## src/sv/base64_decoder_validating_assert.svh

```systemverilog
// assertion macros for the validating base-64 decoder
// used by the queue and the top level; each macro expects clk and rst_n in scope
`ifndef BASE64_DECODER_VALIDATING_ASSERT_SVH
`define BASE64_DECODER_VALIDATING_ASSERT_SVH
`ifndef SYNTHESIS
// same-cycle implication
`define B64DV_ASSERT_NOW(label, ante, cons) \
    label: assert property (@(posedge clk) disable iff (!rst_n) (ante) |-> (cons)) \
        else $error("b64dv assertion failed");
// next-cycle implication
`define B64DV_ASSERT_NEXT(label, ante, cons) \
    label: assert property (@(posedge clk) disable iff (!rst_n) (ante) |=> (cons)) \
        else $error("b64dv assertion failed");
`else
`define B64DV_ASSERT_NOW(label, ante, cons)
`define B64DV_ASSERT_NEXT(label, ante, cons)
`endif
`endif

```

## src/sv/b64dv_pkg.sv

```systemverilog
// types and constants of the validating base-64 decoder
// no dependencies; used by the step logic, the result queue and the top level
package b64dv_pkg;

    localparam logic [7:0] CHR_UPPER_A = 8'h41;
    localparam logic [7:0] CHR_UPPER_Z = 8'h5a;
    localparam logic [7:0] CHR_LOWER_A = 8'h61;
    localparam logic [7:0] CHR_LOWER_Z = 8'h7a;
    localparam logic [7:0] CHR_DIGIT_0 = 8'h30;
    localparam logic [7:0] CHR_DIGIT_9 = 8'h39;
    localparam logic [7:0] CHR_PLUS    = 8'h2b;
    localparam logic [7:0] CHR_SLASH   = 8'h2f;
    localparam logic [7:0] CHR_PAD     = 8'h3d;

    localparam logic [7:0] LOWER_BASE = 8'd26;
    localparam logic [7:0] DIGIT_BASE = 8'd52;
    localparam logic [5:0] SEXTET_PLUS  = 6'd62;
    localparam logic [5:0] SEXTET_SLASH = 6'd63;
    localparam logic [1:0] MAX_PADS = 2'd2;
    localparam logic [1:0] GROUP_LAST = 2'd3;

    // decoder state carried from item to item
    typedef struct packed {
        logic [17:0] accum;
        logic [1:0]  pos;
        logic [1:0]  pads;
        logic        err;
    } state_t;

    // all results caused by one item: nbytes data bytes, then the closing result if closing is set
    typedef struct packed {
        logic [2:0][7:0] bytes;
        logic [1:0]      nbytes;
        logic            closing;
        logic            bad;
    } bundle_t;

endpackage

```

## src/sv/b64dv_in_if.sv

```systemverilog
// character channel of the base-64 decoder: valid/ready with one character
// no dependencies
interface b64dv_in_if;
    logic       valid;
    logic       ready;
    logic [7:0] char_in;
    logic       final_char;

    modport source (output valid, char_in, final_char, input ready);
    modport sink (input valid, char_in, final_char, output ready);
endinterface

```

## src/sv/b64dv_out_if.sv

```systemverilog
// result channel of the base-64 decoder: valid/ready with one result
// no dependencies
interface b64dv_out_if;
    logic       valid;
    logic       ready;
    logic [7:0] data_byte;
    logic       byte_valid;
    logic       last_out;
    logic       bad_input;

    modport source (output valid, data_byte, byte_valid, last_out, bad_input, input ready);
    modport sink (input valid, data_byte, byte_valid, last_out, bad_input, output ready);
endinterface

```

## src/sv/b64dv_step.sv

```systemverilog
// per-character decode step: sextet lookup, validity checks, group assembly
// depends on b64dv_pkg
module b64dv_step
    import b64dv_pkg::*;
(
    input  logic [7:0] char_in,
    input  logic       final_char,
    input  state_t     state,
    output state_t     state_next,
    output bundle_t    bundle
);

    // returns {legal, sextet}; pad maps to zero
    function automatic logic [6:0] char_to_sextet(input logic [7:0] c);
        logic [7:0] t;
        t = 8'd0;
        if (c >= CHR_UPPER_A && c <= CHR_UPPER_Z) begin
            t = c - CHR_UPPER_A;
            return {1'b1, t[5:0]};
        end
        if (c >= CHR_LOWER_A && c <= CHR_LOWER_Z) begin
            t = c - CHR_LOWER_A + LOWER_BASE;
            return {1'b1, t[5:0]};
        end
        if (c >= CHR_DIGIT_0 && c <= CHR_DIGIT_9) begin
            t = c - CHR_DIGIT_0 + DIGIT_BASE;
            return {1'b1, t[5:0]};
        end
        if (c == CHR_PLUS) begin
            return {1'b1, SEXTET_PLUS};
        end
        if (c == CHR_SLASH) begin
            return {1'b1, SEXTET_SLASH};
        end
        if (c == CHR_PAD) begin
            return {1'b1, 6'd0};
        end
        return {1'b0, t[5:0]};
    endfunction

    logic [6:0]  lookup;
    logic        legal;
    logic [5:0]  sextet;
    logic        is_pad;
    logic        err_now;
    logic        take;
    logic [23:0] full;

    assign lookup = char_to_sextet(char_in);
    assign legal  = lookup[6];
    assign sextet = lookup[5:0];
    assign is_pad = (char_in == CHR_PAD);
    assign full   = {state.accum, sextet};

    assign err_now = !state.err
                   && (!legal
                       || (!is_pad && state.pads != 2'd0)
                       || (is_pad && state.pads >= MAX_PADS));
    assign take = !state.err && !err_now;

    always_comb
    begin
        state_next     = state;
        bundle         = '0;
        state_next.err = state.err | err_now;
        if (take)
        begin
            if (is_pad)
            begin
                state_next.pads = state.pads + 2'd1;
            end
            if (state.pos != GROUP_LAST)
            begin
                state_next.accum = full[17:0];
                state_next.pos   = state.pos + 2'd1;
            end
            else
            begin
                // group complete: three bytes less one per pad
                bundle.bytes[0]  = full[23:16];
                bundle.bytes[1]  = full[15:8];
                bundle.bytes[2]  = full[7:0];
                bundle.nbytes    = GROUP_LAST - state_next.pads;
                state_next.accum = '0;
                state_next.pos   = 2'd0;
            end
        end
        if (final_char)
        begin
            bundle.closing = 1'b1;
            bundle.bad     = state_next.err | (state_next.pos != 2'd0);
            state_next     = '0;
        end
    end

endmodule

```

## src/sv/b64dv_outq.sv

```systemverilog
// two-entry result queue: holds results of up to two items, hands them out
// one per cycle while results.ready is high; depends on b64dv_pkg and b64dv_out_if
module b64dv_outq
    import b64dv_pkg::*;
(
    input  logic               clk,
    input  logic               rst_n,
    input  logic               push,
    input  bundle_t            push_item,
    output logic               space,
    b64dv_out_if.source        results
);

`include "base64_decoder_validating_assert.svh"

    bundle_t    slot_reg [2];
    logic       head_reg;
    logic       tail_reg;
    logic [1:0] count_reg;
    logic [1:0] count_next;
    logic [1:0] idx_reg;
    bundle_t    head;
    logic [1:0] last_idx;
    logic       pop;
    logic       take;

    assign head  = slot_reg[head_reg];
    assign space = (count_reg != 2'd2);

    // closing result sits right after the data bytes
    assign last_idx = head.closing ? head.nbytes : head.nbytes - 2'd1;

    assign results.valid = (count_reg != 2'd0);
    assign take = results.valid && results.ready;
    assign pop  = take && (idx_reg == last_idx);

    always_comb
    begin
        if (idx_reg < head.nbytes)
        begin
            results.data_byte  = head.bytes[idx_reg];
            results.byte_valid = 1'b1;
            results.last_out   = 1'b0;
            results.bad_input  = 1'b0;
        end
        else
        begin
            results.data_byte  = 8'd0;
            results.byte_valid = 1'b0;
            results.last_out   = 1'b1;
            results.bad_input  = head.bad;
        end
    end

    always_comb
    begin
        count_next = count_reg;
        if (push && !pop)
        begin
            count_next = count_reg + 2'd1;
        end
        else if (pop && !push)
        begin
            count_next = count_reg - 2'd1;
        end
    end

    always_ff @(posedge clk or negedge rst_n)
    begin
        if (!rst_n)
        begin
            head_reg  <= 1'b0;
            tail_reg  <= 1'b0;
            count_reg <= 2'd0;
            idx_reg   <= 2'd0;
        end
        else
        begin
            count_reg <= count_next;
            if (push)
            begin
                tail_reg <= ~tail_reg;
            end
            if (pop)
            begin
                head_reg <= ~head_reg;
                idx_reg  <= 2'd0;
            end
            else if (take)
            begin
                idx_reg <= idx_reg + 2'd1;
            end
        end
    end

    always_ff @(posedge clk)
    begin
        if (push)
        begin
            slot_reg[tail_reg] <= push_item;
        end
    end

    `B64DV_ASSERT_NOW(a_no_push_when_full, push, count_reg != 2'd2)
    `B64DV_ASSERT_NOW(a_idx_in_range, results.valid, idx_reg <= last_idx)
    `B64DV_ASSERT_NOW(a_count_bound, 1'b1, count_reg != 2'd3)
    `B64DV_ASSERT_NOW(a_ptr_match, count_reg == 2'd0 || count_reg == 2'd2, head_reg == tail_reg)

endmodule

```

## src/sv/base64_decoder_validating.sv

```systemverilog
// top level of the validating base-64 decoder
// depends on b64dv_pkg, b64dv_in_if, b64dv_out_if, b64dv_step and b64dv_outq
//
// char_stream carries one character a item with final_char on the last one
// of a text. byte_stream carries results: decoded bytes with byte_valid = 1,
// and after the final character one closing result with last_out = 1 and
// bad_input telling whether the whole text was valid. Bytes already sent
// for a text whose closing result shows bad_input must be dropped.
// A character is decoded in the cycle it is accepted and its results are
// registered in the result queue. A finished group of four gives up to three
// bytes, handed out one per cycle from a two-entry result queue, so one
// character per cycle is taken while the receiver keeps up (four
// characters give at most three bytes plus the closing result).
// char_stream.ready drops only when the queue holds results of two items;
// when the receiver stalls, results wait in the queue and the input backs
// up once two items that gave results are waiting; until then characters
// that give no result are still taken. Reset clears the decoder state and
// the queue; the first character after reset or after a final character starts a text.
module base64_decoder_validating
    import b64dv_pkg::*;
(
    input  logic         clk,
    input  logic         rst_n,
    b64dv_in_if.sink     char_stream,
    b64dv_out_if.source  byte_stream
);

`include "base64_decoder_validating_assert.svh"

    state_t  state_reg;
    state_t  state_next;
    bundle_t bundle;
    logic    accept;
    logic    push;
    logic    space;

    b64dv_step u_step (
        .char_in    (char_stream.char_in),
        .final_char (char_stream.final_char),
        .state      (state_reg),
        .state_next (state_next),
        .bundle     (bundle)
    );

    assign char_stream.ready = space;
    assign accept = char_stream.valid && char_stream.ready;
    // items that yield nothing never enter the queue
    assign push = accept && (bundle.nbytes != 2'd0 || bundle.closing);

    always_ff @(posedge clk or negedge rst_n)
    begin
        if (!rst_n)
        begin
            state_reg <= '0;
        end
        else if (accept)
        begin
            state_reg <= state_next;
        end
    end

    b64dv_outq u_outq (
        .clk       (clk),
        .rst_n     (rst_n),
        .push      (push),
        .push_item (bundle),
        .space     (space),
        .results   (byte_stream)
    );

    `B64DV_ASSERT_NEXT(a_final_clears, accept && char_stream.final_char, state_reg == '0)
    `B64DV_ASSERT_NEXT(a_group_restarts, accept && bundle.nbytes != 2'd0, state_reg.pos == 2'd0)
    `B64DV_ASSERT_NOW(a_no_data_after_err, accept && state_reg.err, bundle.nbytes == 2'd0)
    `B64DV_ASSERT_NOW(a_pads_bound, 1'b1, state_reg.pads != 2'd3)

endmodule

```

## src/flat_wrapper.sv

```systemverilog
// flat-port wrapper written by rule: the top's interface ports become plain ports
module base64_decoder_validating_flat import b64dv_pkg::*;
  (clk, rst_n, char_stream_valid, char_stream_char_in, char_stream_final_char, char_stream_ready, byte_stream_valid, byte_stream_data_byte, byte_stream_byte_valid, byte_stream_last_out, byte_stream_bad_input, byte_stream_ready);
  b64dv_in_if char_stream_i ();
  b64dv_out_if byte_stream_i ();
  input  logic clk;
  input  logic rst_n;
  input wire logic [$bits(char_stream_i.valid)-1:0] char_stream_valid;
  input wire logic [$bits(char_stream_i.char_in)-1:0] char_stream_char_in;
  input wire logic [$bits(char_stream_i.final_char)-1:0] char_stream_final_char;
  output wire logic [$bits(char_stream_i.ready)-1:0] char_stream_ready;
  output wire logic [$bits(byte_stream_i.valid)-1:0] byte_stream_valid;
  output wire logic [$bits(byte_stream_i.data_byte)-1:0] byte_stream_data_byte;
  output wire logic [$bits(byte_stream_i.byte_valid)-1:0] byte_stream_byte_valid;
  output wire logic [$bits(byte_stream_i.last_out)-1:0] byte_stream_last_out;
  output wire logic [$bits(byte_stream_i.bad_input)-1:0] byte_stream_bad_input;
  input wire logic [$bits(byte_stream_i.ready)-1:0] byte_stream_ready;
  assign char_stream_i.valid = char_stream_valid;
  assign char_stream_i.char_in = char_stream_char_in;
  assign char_stream_i.final_char = char_stream_final_char;
  assign char_stream_ready = char_stream_i.ready;
  assign byte_stream_valid = byte_stream_i.valid;
  assign byte_stream_data_byte = byte_stream_i.data_byte;
  assign byte_stream_byte_valid = byte_stream_i.byte_valid;
  assign byte_stream_last_out = byte_stream_i.last_out;
  assign byte_stream_bad_input = byte_stream_i.bad_input;
  assign byte_stream_i.ready = byte_stream_ready;
  base64_decoder_validating u_core (.clk(clk), .rst_n(rst_n), .char_stream(char_stream_i), .byte_stream(byte_stream_i));
endmodule
```

## config.mk

```make
export PLATFORM = sky130hd
export DESIGN_NAME = base64_decoder_validating_flat
export DESIGN_NICKNAME = d
export VERILOG_FILES = /design/src/sv/b64dv_pkg.sv /design/src/sv/b64dv_in_if.sv /design/src/sv/b64dv_out_if.sv /design/src/sv/b64dv_step.sv /design/src/sv/b64dv_outq.sv /design/src/sv/base64_decoder_validating.sv /design/src/flat_wrapper.sv
export VERILOG_INCLUDE_DIRS = /design/src /design/src/sv
export SDC_FILE = /design/constraint.sdc
export NUM_CORES = 1
export LEC_CHECK = 0
export ABC_CLOCK_PERIOD_IN_PS = 3100
export BUFFER_PORTS_ARGS = -buffer_cell sky130_fd_sc_hd__buf_2
export CAP_MARGIN = 10
export CORE_MARGIN = 2
export CORE_UTILIZATION = 50
export CTS_BUF_LIST = sky130_fd_sc_hd__clkbuf_4 sky130_fd_sc_hd__clkbuf_8
export CTS_CLUSTER_DIAMETER = 30
export DETAILED_ROUTE_END_ITERATION = 6
export PLACE_DENSITY = 0.7
export SETUP_SLACK_MARGIN = 0.05
export SLEW_MARGIN = 20
export SYNTH_ARGS = -nofsm -noshare
export SYNTH_HDL_FRONTEND = slang
export SYNTH_SLANG_ARGS = --single-unit
```

## constraint.sdc

```tcl
create_clock -name clk -period 3.1 [get_ports clk]
set_input_delay 0 -clock clk [delete_from_list [all_inputs] [get_ports clk]]
set_output_delay 0 -clock clk [all_outputs]
set_load 0.02 [all_outputs]
```

== Word-level counts from Yosys, hierarchy flattened ==
Memories as Yosys holds them, arrays and structs flattened.
Cells that the tools add are included.
Storage, ports and cells
  input bits: 13
  memories kept: 1
  RAM bits: 56
  bits in registers: 29
Operators by class
  eq/ne operators: 6
  bitwise gates (word level): 4
  add/subtract/negate cells: 12
  reduce and logical (&&, ||, !) cells: 30
  muxes and demuxes: 58
  order comparisons: 9
Memories
  u_core.u_outq.slot_reg: depth 2, bits a word 28, rd ports 1, clocked after memory_dff 0, wr ports 1, RTL line b64dv_outq.sv:16  | bundle_t slot_reg [2];
Operators with widths (count)
  two-way mux 7 bit: 13
  two-way mux 26 bit: 2
  two-way mux 1 bit: 26
  equality test 8 x 6 -> 1 bit, second input constant: 3
  two-way mux 23 bit: 1
  two-way mux 22 bit: 1
  two-way mux 20 bit: 1
  two-way mux 6 bit: 3
  binary-select mux 8 bit (select 2 bit): 1
  greater-or-equal comparator 8 x 7 -> 1 bit, second input constant: 2
  <= comparator 8 x 7 -> 1 bit, second input constant: 2
  two-way mux 2 bit: 8
  two-way mux 8 bit: 2
  nonzero test 2 bit: 7
  logical AND 1 bit: 13
  subtractor 6 bit, second input constant: 2
  adder 2 x 1 -> 2 bit, second input constant: 4
  greater-or-equal comparator 8 x 6 -> 1 bit, second input constant: 1
  <= comparator 8 x 6 -> 1 bit, second input constant: 1
  adder 6 x 5 -> 6 bit, second input constant: 1
  adder 6 bit, second input constant: 1
  zero test 1 bit: 6
  subtractor 6 x 1 -> 6 bit, second input constant: 1
  != test 2 bit, second input constant: 2
  other kinds (10): 15

== Longest topological paths before layout ==
Gate-level depths: netlist of the first run.
  depth in word-level cells: 41
  depth in mapped cells: 12
  gate-level depth less buffers: 11

== Cells and area by module ==
A second synthesis of the first run with hierarchy kept.
Second synthesis, totals
  cell total of the unflattened synthesis: 367
  area total of the unflattened synthesis: 4790.8 um^2
By module, submodules not included
  b64dv_outq: area an instance 2567.5 um^2, instances 1, cells an instance 142
  b64dv_step: area an instance 1280.0 um^2, instances 1, cells an instance 174
  base64_decoder_validating: area an instance 943.4 um^2, instances 1, cells an instance 51

== Least setup slack after synthesis of the first run ==
Ideal clock, no wire load.
  path kind: input-to-reg
  start: input port char_stream_char_in[3]
  end: memory u_core.u_outq.slot_reg[0][0] (netlist bit) (enable)
  library setup time: 0.416 ns
  data arrival time: 2.966 ns
  stages on the path: 9
  data required time: 2.684 ns
  path buffers: 1
  path slack: -0.282 ns
  path through: clkbuf_1 inv_1 ha_1 nor4bb_1 nor3b_1 o21ai_0 a31oi_4 a41o_1 nor2b_1
Between the ends
  word-level cells in the longest chain between the ends: 26
  elaborated cells on any way between the ends: 64
  those cells by class: 1 x add/sub; 6 x order compare; 3 x eq/ne; 39 x mux; 15 x reduce/logical
RTL lines
  start, declared: RTL line flat_wrapper.sv:9  | input wire logic [$bits(char_stream_i.char_in)-1:0] char_stream_char_in;
  greater-or-equal comparator 8 x 7 -> 1 bit or <= comparator 8 x 7 -> 1 bit (tied branches): RTL line b64dv_step.sv:21  | if (c >= CHR_LOWER_A && c <= CHR_LOWER_Z) begin
  logical AND 1 bit: RTL line b64dv_step.sv:21
  two-way mux 7 bit (2 in a row): RTL line b64dv_step.sv:21
  two-way mux 7 bit: RTL line b64dv_step.sv:25  | if (c >= CHR_DIGIT_0 && c <= CHR_DIGIT_9) begin
  two-way mux 7 bit: RTL line b64dv_step.sv:29  | if (c == CHR_PLUS) begin
  two-way mux 7 bit: RTL line b64dv_step.sv:32  | if (c == CHR_SLASH) begin
  two-way mux 7 bit: RTL line b64dv_step.sv:35  | if (c == CHR_PAD) begin
  two-way mux 7 bit: RTL line b64dv_step.sv:38  | return {1'b0, t[5:0]};
  [... 9 more ...]
  zero test 1 bit: RTL line b64dv_step.sv:59  | assign take = !state.err && !err_now;
  logical AND 1 bit: RTL line b64dv_step.sv:59
  two-way mux 26 bit *: RTL line b64dv_step.sv:66  | if (take)
  nonzero test 2 bit *: RTL line base64_decoder_validating.sv:48  | assign push = accept && (bundle.nbytes != 2'd0 || bundle.closing);
  logical OR 1 bit *: RTL line base64_decoder_validating.sv:48
  logical AND 1 bit *: RTL line base64_decoder_validating.sv:48
  two-way mux 1 bit *: RTL line b64dv_outq.sv:98  | if (push)
  two-way mux 1 bit (not written as such) *: RTL line b64dv_outq.sv:100  | slot_reg[tail_reg] <= push_item;
  end, declared: RTL line b64dv_outq.sv:16
Mark *: on every way between the ends. The rest lies on a longest branch, timed or not. The select of a mux whose other input is x is not followed.

== Worst setup path after layout of the first run ==
  start: register u_core.u_outq.head_reg
  end: output port byte_stream_bad_input
Between the ends
  word-level cells in the longest chain between the ends: 3
RTL lines
  start, declared: RTL line b64dv_outq.sv:17  | logic head_reg;
  start signal, assigned: RTL line b64dv_outq.sv:86  | head_reg <= ~head_reg;
  memory (2 x 28 bit) *
  < comparator 2 bit: RTL line b64dv_outq.sv:39  | if (idx_reg < head.nbytes)
  two-way mux 1 bit *: RTL line b64dv_outq.sv:39
  end, declared: RTL line flat_wrapper.sv:16  | output wire logic [$bits(byte_stream_i.bad_input)-1:0] byte_stream_bad_input;
Mark *: on every way between the ends. The rest lies on a longest branch, timed or not.

==> impl_metrics.env, run 1 <==
export IMPL_fillers=722
export IMPL_powerDensity_mw_per_mm2=752
export IMPL_reg2reg_depth=8
export IMPL_cts_reportedPaths_clkPinSlew_ns=0.09
export IMPL_grt_max_degree=30
export IMPL_drc=0
export IMPL_critPathKind="flop to output pin"
export IMPL_multi_input_area_sq_mm=0.00176
export IMPL_required_ns=3.10
export IMPL_hold_path_cell_count=1
export IMPL_whs_ns=0.0308
export IMPL_fin_area_sq_mm=0.00476
export IMPL_grt_usage_pct=19.0
export IMPL_synth_warnings=0
export IMPL_overflow=0
export IMPL_antenna_found_initial=0
export IMPL_portBuffers=25
export IMPL_dp_hpwl_um=5960
export IMPL_r2r_slack_ns=0.58
export IMPL_io_pins=26
export IMPL_ctsHtreeMaxLevel=3
export IMPL_die_h_um=96.5
export IMPL_root_buffer="clkbuf_8"
export IMPL_cts_tree="done"
export IMPL_rows=33
export IMPL_syn_nets=367
export IMPL_drtIter0Drc=209
export IMPL_yosys_top_cells_area="edfxtp_1, dfrtp_1, mux4_2"
export IMPL_first_pass_iters=4
export IMPL_r2r_end="u_core.u_outq.count_reg[1]$_DFFE_PN0P_"
export IMPL_final_setup_tns_ns=0
export IMPL_drive_gt1_share_pct=20.5
export IMPL_hp_start="char_stream_final_char"
export IMPL_ys_flop_type="edfxtp_1"
export IMPL_nets=396
export IMPL_total_power_mw=3.58
export IMPL_hold_class="input port to flop"
export IMPL_grt_first_pass_wirelength_um=13200
export IMPL_tightest_slew_ns=0.682
export IMPL_p_leak_nw=1.92
export IMPL_synth_area_per_cell_sq_um=12.5
export IMPL_fin_crit_sh_pct=82.3
export IMPL_clock_path_buffers=2
export IMPL_place_gp_congestion=0.934
export IMPL_async_flop_share_pct=34.1
export IMPL_synth_edf_count=56
export IMPL_synth_top_area_share_pct=39.3
export IMPL_post_synth_top_area_cell="edfxtp_1"
export IMPL_synthTopCellsByCount="edfxtp_1, dfrtp_1, nor2_1"
export IMPL_maxCapViolations=0
export IMPL_dieArea_sq_mm=0.00931
export IMPL_ys_seq_area_share_pct=56.3
export IMPL_post_cts_resized=0
export IMPL_setup_ws_ns=0.548
export IMPL_r2r_start="u_core.u_outq.head_reg$_DFFE_PN0P_"
export IMPL_largest_reg_flops=56
export IMPL_fmax_ghz=0.392
export IMPL_yosysUniqueCellTypes=55
export IMPL_end_kind="output pin"
export IMPL_arrival_ns=2.55
export IMPL_yosysMostFrequentCell="edfxtp_1"
export IMPL_cts_buffers=9
export IMPL_fin_crit_ns=2.55
export IMPL_dr_max_layer_used="met4"
export IMPL_wirelength_met1_um=3890
export IMPL_fp_dieW_um=96.5
export IMPL_worstSetupStartpointType="flop"
export IMPL_core_sq_mm=0.00826
export IMPL_wire_per_inst_um=17.2
export IMPL_clk_latency_ns=0.35
export IMPL_dr_total_vias=2774
export IMPL_placed_cell_area_sq_mm=0.00451
export IMPL_pre_cts_ws_ns=0.483
export IMPL_slew_viol_final=0
export IMPL_skew_ns=0.00963
export IMPL_routed_wl_met2_um=4010
export IMPL_syn_inst=341
export IMPL_n_antenna_cell=0
export IMPL_path_max_fanout=10
export IMPL_ant_nets=0
export IMPL_hold_viol=0
export IMPL_ys_ff_latch=85
export IMPL_dr_wl_met3_um=258
export IMPL_netlist_area_sq_mm=0.00428
export IMPL_setup_violations=0
export IMPL_rsz0062_at_grt="no"
export IMPL_drt_total_wl_um=8260
export IMPL_area_growth_pct=11.3
export IMPL_vdd_drop_max_uv=300
export IMPL_whs_endpoint="u_core.u_outq.slot_reg[1][1]$_DFFE_PP_"
export IMPL_grt_pass1_vias=2616
export IMPL_relSlewSlack_pct=54.5
export IMPL_status="finished, final reports clean"
export IMPL_ff_latch_area_sq_mm=0.00241
export IMPL_start_util_pct=51.8
export IMPL_clkSinkCount=85
export IMPL_viasPerCell=5.78
-- layout make-up --
type / instances / area share [%]
Inverter: 8 / 0.631
Sequential cell: 85 / 50.6
Clock inverter: 7 / 2.21
Tap cell: 105 / 2.76
Multi-Input combinational cell: 231 / 36.9
Clock buffer: 9 / 2.60
Timing Repair Buffer: 35 / 4.31
-- layer usage --
layer / GRT usage, % / up-vias
li1: - / 1357
met1: 25.8 / 1350
met2: 30.9 / 60
met3: 3.10 / 7
met4: 7.28 / 0
met5: 0 / -
-- where the power goes --
part	total (mW)	internal (mW)	switching, mW
clock network	0.871	0.466	0.405
logic	1.23	0.508	0.720
registers	1.48	1.37	0.109
total	3.58	2.34	1.23
-- cells in the final DEF (no fill, tap or decap), drive strengths merged, types with 3 or more instances in the layout --
cell type  instances
clkbuf             9
a22oi              8
or3b               4
buf               33
dfrtp             29
nand2             16
o211ai             5
mux2i              5
mux4               8
and2              10
o21ai             10
a21oi             12
nor2              27
a22o              15
a21o               3
and3              24
inv               10
xnor2              6
nor2b              3
ha                13
nor3               5
edfxtp            56
o2bb2ai            3
xor2               5
mux2               9
nand3             12
a31oi              5
-- cell families after synthesis --
group | share of synthesized area (%)
and+or+nand+nor | 14.6
DFF | 56.3
AOI/OAI and AO/OA | 12.5
buffers and inverters | 2.72
muxes | 7.84
adders and majority gates | 3.80
xor gates and xnor gates | 2.25
-- critical path, cell delays in order, from the launching register on --
cell and delay [ns]:
dfrtp_1 0.51, buf_4 0.27, mux2i_1 0.49, or2_2 0.21, a21o_1 0.36, inv_1 0.10, nor2_1 0.10, buf_2 0.16
-- stage by stage --
| step | util (%) | std cells |
|---|---|---|
| 2_1_floorplan | - | 341 |
| 3_3_place_gp | 54.6 | 462 |
| 3_5_place_dp | 54.6 | 462 |
| 4_1_cts | 57.6 | 480 |
| 5_1_grt | 57.6 | 480 |
| 6_report | 57.6 | 480 |
-- repair_timing --
item / 4_1_cts / 5_1_grt
endpoints found under the hold margin: 30 / 0
hold buffers: 2 / 0
setup buffers: 0 / 0
-- worst max-delay path by stage --
stage | endpoint | slack, ns | startpoint | depth (start not counted)
2_1_floorplan | u_core.u_outq.slot_reg[0][0]$_DFFE_PP_ | 0.24 | char_stream_char_in[3] | 9
5_1_grt | byte_stream_bad_input | 0.32 | u_core.u_outq.head_reg$_DFFE_PN0P_ | 7
3_5_place_dp | u_core.u_outq.slot_reg[0][16]$_DFFE_PP_ | 0.48 | char_stream_char_in[0] | 10
4_1_cts | byte_stream_bad_input | 0.52 | u_core.u_outq.head_reg$_DFFE_PN0P_ | 7
6_report | byte_stream_bad_input | 0.55 | u_core.u_outq.head_reg$_DFFE_PN0P_ | 7
3_3_place_gp | u_core.u_outq.slot_reg[0][18]$_DFFE_PP_ | 0.56 | char_stream_char_in[0] | 10
No activity file was read; power rests on OpenSTA's default activity.
==> run 2: changes to the inputs <==
ABC_CLOCK_PERIOD_IN_PS = 2080   (was 3100)
clock period = 2.08 ns   (was 3.1 ns; I/O delays follow)
==> run 2 against run 1 <==
The flow now finishes with violations (setup timing). Sequential cell count stayed put. Utilization up 10 points. Die area unchanged. Critical path depth rose by 1. Worst setup slack got worse by 0.56 ns. Cell area increased by 18%. Sequential power is 49% higher. Critical path type is now flop to flop.
==> impl_metrics.env, run 2 (synthesized netlist as in run 1, its figures left out) <==
export IMPL_violations="setup timing"
export IMPL_drc=0
export IMPL_fin_crit_ns=2.09
export IMPL_path_cells="inv_2 > ha_4 > nand2_1 > mux2_2 > a41o_1 > buf_4 > and2_4 > buf_12"
export IMPL_cts_buffers=9
export IMPL_largest_reg_flops=56
export IMPL_critPathBufInv=3
export IMPL_n_antenna_cell=0
export IMPL_portBuffers=25
export IMPL_hold_viol=0
export IMPL_maxCapViolations=0
export IMPL_slew_viol_final=0
export IMPL_use_met1_pct=27.5
export IMPL_drtIter0Drc=204
export IMPL_powerDensity_mw_per_mm2=1190
export IMPL_reg2reg_depth=8
export IMPL_rows=33
export IMPL_slowest_stage="dfrtp_2"
export IMPL_grt_first_pass_wirelength_um=14400
export IMPL_clk_latency_ns=0.35
export IMPL_io_pins=26
export IMPL_skew_ns=0.0179
export IMPL_setup_ws_ns=-0.0121
export IMPL_clkSinkCount=85
export IMPL_vdd_drop_max_uv=603
export IMPL_final_setup_tns_ns=-0.0710
export IMPL_area_growth_pct=30.9
export IMPL_die_h_um=96.5
export IMPL_start_util_pct=51.8
export IMPL_viasPerCell=5.79
export IMPL_first_pass_iters=4
export IMPL_fin_crit_sh_pct=101
export IMPL_switching_share_pct=34.6
export IMPL_met2_usage_pct=35.2
export IMPL_cts_tree="done"
export IMPL_tightest_slew_ns=0.714
export IMPL_core_sq_mm=0.00826
export IMPL_setup_violations=14
export IMPL_arrival_ns=2.19
export IMPL_root_buffer="clkbuf_8"
export IMPL_p_leak_nw=2.25
export IMPL_dr_total_vias=3057
export IMPL_overflow=0
export IMPL_power_share_sequential_pct=33.3
export IMPL_worstSetupStartpointType="flop"
export IMPL_crit_path_max_incr_delay_ns=0.43
export IMPL_dieArea_sq_mm=0.00931
export IMPL_grt_max_degree=30
export IMPL_grt_pass1_vias=2812
export IMPL_final_util_pct=67.8
export IMPL_layout_commonest_cell="edfxtp_1"
export IMPL_ctsHtreeMaxLevel=3
export IMPL_nets=444
export IMPL_hold_path_cell_count=3
export IMPL_fp_dieW_um=96.5
export IMPL_power_switching_mw=2.31
export IMPL_internal_power_mw=4.35
export IMPL_grt_usage_pct=21.0
export IMPL_wire_per_inst_um=18.6
export IMPL_status="complete, but fails checks"
export IMPL_fmax_ghz=0.478
export IMPL_drt_total_wl_um=9820
export IMPL_drive_gt1_share_pct=40.0
export IMPL_dp_hpwl_um=6250
export IMPL_hold_class="input port to flop"
export IMPL_ant_nets=0
export IMPL_cts_reportedPaths_clkPinSlew_ns=0.09
export IMPL_path_max_fanout=11
export IMPL_cp_top_family="flip-flops"
export IMPL_layout_common_cells="edfxtp_1, buf_4, dfrtp_1"
export IMPL_comb_power_share_pct=45.8
export IMPL_total_power_mw=6.66
export IMPL_relSlewSlack_pct=52.4
export IMPL_required_ns=2.18
export IMPL_clock_path_buffers=2
export IMPL_rsz0062_at_grt="yes"
export IMPL_antenna_found_initial=0
export IMPL_use_met3_pct=3.88
export IMPL_critPathKind="flop to flop"
export IMPL_path_depth=8
export IMPL_end_kind="flop"
export IMPL_place_gp_congestion=0.888
export IMPL_grt_busiest_layer="met2"
export IMPL_power_frac_clock_pct=20.9
-- run 2: changes by cell type in the layout (fill, tap and decap cells not counted), sizes merged --
cell / previous run / this run
dlygate4sd3: 2 / 1
bufinv: 2 / 3
buf: 33 / 81
a21o: 3 / 4
inv: 10 / 9
-- run 2: worst paths after layout --
kind | from | to | slack (ns)
worst min register to register | u_core.u_outq.count_reg[1]$_DFFE_PN0P_ | u_core.u_outq.count_reg[1]$_DFFE_PN0P_ | 0.50
worst min-delay path | char_stream_valid | u_core.state_reg[2]$_DFFE_PN0P_ | 0.03
max in group asynchronous | rst_n | u_core.u_outq.head_reg$_DFFE_PN0P_ | 1.33
worst max register to register | u_core.state_reg[2]$_DFFE_PN0P_ | u_core.u_outq.slot_reg[1][20]$_DFFE_PP_ | -0.01
worst max-delay path | u_core.state_reg[2]$_DFFE_PN0P_ | u_core.u_outq.slot_reg[1][20]$_DFFE_PP_ | -0.01
min in group asynchronous | rst_n | u_core.u_outq.idx_reg[0]$_DFFE_PN0P_ | 0.23
-- run 2: routing by layer --
layer	vias up	part of all wire, %
met1	1520	44
met4	0	1.8
met5	-	0
met2	71	51
met3	13	3.2
li1	1453	-
-- run 2: per-stage QoR --
step / area [sq um] / cells / hold slack [ns] / worst slack (ns)
floorplan: 4340 / 341 / -0.296 / -0.186
global placement: 4870 / 495 / 0.0805 / -0.0359
detailed placement: 4870 / 495 / 0.0853 / -0.0687
CTS: 5340 / 520 / 0.00127 / 0.0353
global route: 5600 / 528 / 0.0134 / -0.112
finish: 5600 / 528 / 0.0300 / -0.0121
-- run 2: what timing repair did --
action                                  CTS  global route
setup buffers                             7             9
hold endpoints to repair                 29             0
endpoints found under the setup margin   43            93
hold buffers                              1             0
pin swaps                                 9            16
resized for setup                        38            45
gates cloned                              1             0
-- run 2: layout make-up --
cell class	count	area, sq um
clock buffers	9	124
clock inverters	7	120
fillers	576	2660
inverters	8	32.5
multi-input cells	232	2050
flip-flops and latches	85	2410
well taps	105	131
repair buffers	82	732
-- run 2: tightest hold or removal path: cells and delay by family --
kind / cells / cell delay, ns
buffers and inverters: 1 / 0.09
AND/OR/NAND/NOR: 2 / 0.26
-- run 2: power groups by stage --
stage | sequential [mW] | combinational [mW] | clock [mW]
2_1_floorplan | 2.18 | 1.43 | 0
3_3_place_gp | 2.20 | 2.05 | 0
3_5_place_dp | 2.21 | 2.07 | 0
4_1_cts | 2.19 | 2.59 | 1.41
5_1_grt | 2.23 | 3.28 | 1.49
6_report | 2.21 | 3.05 | 1.39
==> run 3: changes to the inputs <==
CORE_MARGIN = 5   (was 2)
CORE_UTILIZATION = 57   (was 50)
PLACE_DENSITY = 0.78   (was 0.7)
==> run 3 against run 2 <==
The flow still finishes with violations (setup timing). Global-route usage increased by 1.4 points. Clock skew down 0.0031 ns. Maximum frequency decreased by 3.4%. Clock power is 22% lower. Cell area increased by 0.38%. Sequential share of layout area down 0.19 points. Register-to-register slack got worse by 0.07 ns. Critical path depth did not move. Worst setup slack got worse by 0.073 ns.
==> impl_metrics.env, run 3 (synthesized netlist as in run 1, its figures left out) <==
export IMPL_vdd_drop_max_uv=400
export IMPL_p_leak_nw=2.27
export IMPL_powerDensity_mw_per_mm2=1150
export IMPL_clock_path_buffers=2
export IMPL_drive_gt1_share_pct=39.1
export IMPL_required_ns=2.15
export IMPL_root_buffer="clkbuf_8"
export IMPL_setup_violations=57
export IMPL_area_growth_pct=31.4
export IMPL_layout_common_cells="edfxtp_1, buf_4, dfrtp_1"
export IMPL_skew_ns=0.0148
export IMPL_tightest_slew_ns=0.710
export IMPL_arrival_ns=2.23
export IMPL_drc=0
export IMPL_violations="setup timing"
export IMPL_wire_per_inst_um=22.0
export IMPL_ant_nets=0
export IMPL_first_pass_iters=5
export IMPL_final_util_pct=77.0
export IMPL_grt_first_pass_wirelength_um=16700
export IMPL_grt_pass1_vias=3133
export IMPL_grt_max_degree=30
export IMPL_hold_path_cell_count=3
export IMPL_pre_cts_ws_ns=-0.160
export IMPL_end_kind="flop"
export IMPL_hold_class="input port to flop"
export IMPL_relSlewSlack_pct=52.7
export IMPL_fp_dieW_um=96.6
export IMPL_nets=448
export IMPL_reg2reg_depth=8
export IMPL_setup_ws_ns=-0.0849
export IMPL_maxCapViolations=0
export IMPL_dp_cells=484
export IMPL_start_util_pct=58.6
export IMPL_overflow=0
export IMPL_path_max_fanout=7
export IMPL_final_setup_tns_ns=-2.70
export IMPL_viasPerCell=6.36
export IMPL_slew_viol_final=0
export IMPL_n_antenna_cell=0
export IMPL_fin_crit_sh_pct=104
export IMPL_io_pins=26
export IMPL_fmax_ghz=0.462
export IMPL_cts_tree="done"
export IMPL_rows=31
export IMPL_cts_reportedPaths_clkPinSlew_ns=0.09
export IMPL_dp_hpwl_um=6330
export IMPL_dr_total_vias=3347
export IMPL_grt_usage_pct=22.3
export IMPL_die_h_um=96.6
export IMPL_drt_total_wl_um=11600
export IMPL_clkSinkCount=85
export IMPL_layout_commonest_cell="edfxtp_1"
export IMPL_largest_reg_flops=56
export IMPL_r2r_end="u_core.u_outq.slot_reg[0][17]$_DFFE_PP_"
export IMPL_drtIter0Drc=216
export IMPL_hold_viol=0
export IMPL_portBuffers=25
export IMPL_total_power_mw=6.44
export IMPL_r2r_slack_ns=-0.08
export IMPL_hp_start="char_stream_valid"
export IMPL_multi_input_area_sq_mm=0.00203
export IMPL_place_gp_congestion=0.900
export IMPL_whs_endpoint="u_core.state_reg[2]$_DFFE_PN0P_"
export IMPL_clk_latency_ns=0.35
export IMPL_ctsHtreeMaxLevel=3
export IMPL_antenna_found_initial=0
export IMPL_rsz0062_at_grt="yes"
export IMPL_ff_latch_area_sq_mm=0.00241
export IMPL_status="complete, but fails checks"
export IMPL_worstSetupStartpointType="flop"
export IMPL_r2r_start="u_core.state_reg[2]$_DFFE_PN0P_"
export IMPL_fillers=428
export IMPL_dieArea_sq_mm=0.00934
export IMPL_cts_buffers=9
export IMPL_critPathKind="flop to flop"
export IMPL_fin_crit_ns=2.16
export IMPL_stdcell_count=526
export IMPL_core_sq_mm=0.00729
-- run 3: final cells by class --
type	instances	area share (%)
flip-flops and latches	85	42.9
multi-input cells	232	36.1
repair buffers	86	15.1
clock buffers	12	2.72
well taps	99	2.20
inverters	8	0.579
clock inverters	4	0.445
-- run 3: report_power, final --
part | internal (mW) | total, mW | switching [mW]
clock | 0.491 | 1.08 | 0.584
sequential | 2.04 | 2.22 | 0.181
combinational | 1.54 | 3.14 | 1.59
total | 4.08 | 6.44 | 2.36
-- run 3: worst max path at each step --
stage                                       startpoint                                      end  slack, ns  cells past startpoint
floorplan                       char_stream_char_in[7]   u_core.u_outq.slot_reg[0][0]$_DFFE_PP_      -0.19                      6
CTS                 u_core.u_outq.head_reg$_DFFE_PN0P_                    byte_stream_bad_input      -0.01                      8
finish                 u_core.state_reg[2]$_DFFE_PN0P_  u_core.u_outq.slot_reg[0][17]$_DFFE_PP_      -0.08                      8
global route        u_core.u_outq.head_reg$_DFFE_PN0P_   u_core.u_outq.count_reg[1]$_DFFE_PN0P_      -0.17                      9
detailed placement  u_core.u_outq.head_reg$_DFFE_PN0P_   u_core.u_outq.count_reg[1]$_DFFE_PN0P_      -0.16                      8
global placement                char_stream_char_in[0]  u_core.u_outq.slot_reg[1][22]$_DFFE_PP_       -0.1                      9
-- run 3: metrics by stage --
step | area (sq um) | hold slack (ns)
after global routing | 5620 | 0.0297
after floorplan | 4340 | -0.296
final | 5620 | 0.0237
after CTS | 5290 | 0.0137
after detailed placement | 4810 | 0.0721
after global placement | 4810 | 0.0642
-- run 3: critical path, cell delays in order, from the launching register on --
cell       delay (ns)
dfrtp_2          0.45
buf_6            0.14
nor3_4           0.21
mux2i_2          0.14
a31oi_4          0.18
a41o_1           0.27
nor2b_4          0.21
buf_6            0.14
clkbuf_16        0.14
-- run 3: repair_timing --
item | 4_1_cts | 5_1_grt
hold endpoints to repair | 29 | 0
pin swaps | 12 | 7
buffers inserted | 10 | 7
cloned | 3 | 5
endpoints found under the setup margin | 69 | 91
gates resized for setup | 36 | 37
hold buffers | 1 | 0
-- run 3: routing by layer --
layer  global-route usage [%]  vias to the layer above  part of all wire (%)
met5                        0                        -                     0
li1                         -                     1465                     -
met2                     38.9                      168                    53
met4                     8.75                        0                   2.5
met1                     28.1                     1676                    37
met3                     3.31                       38                   6.9
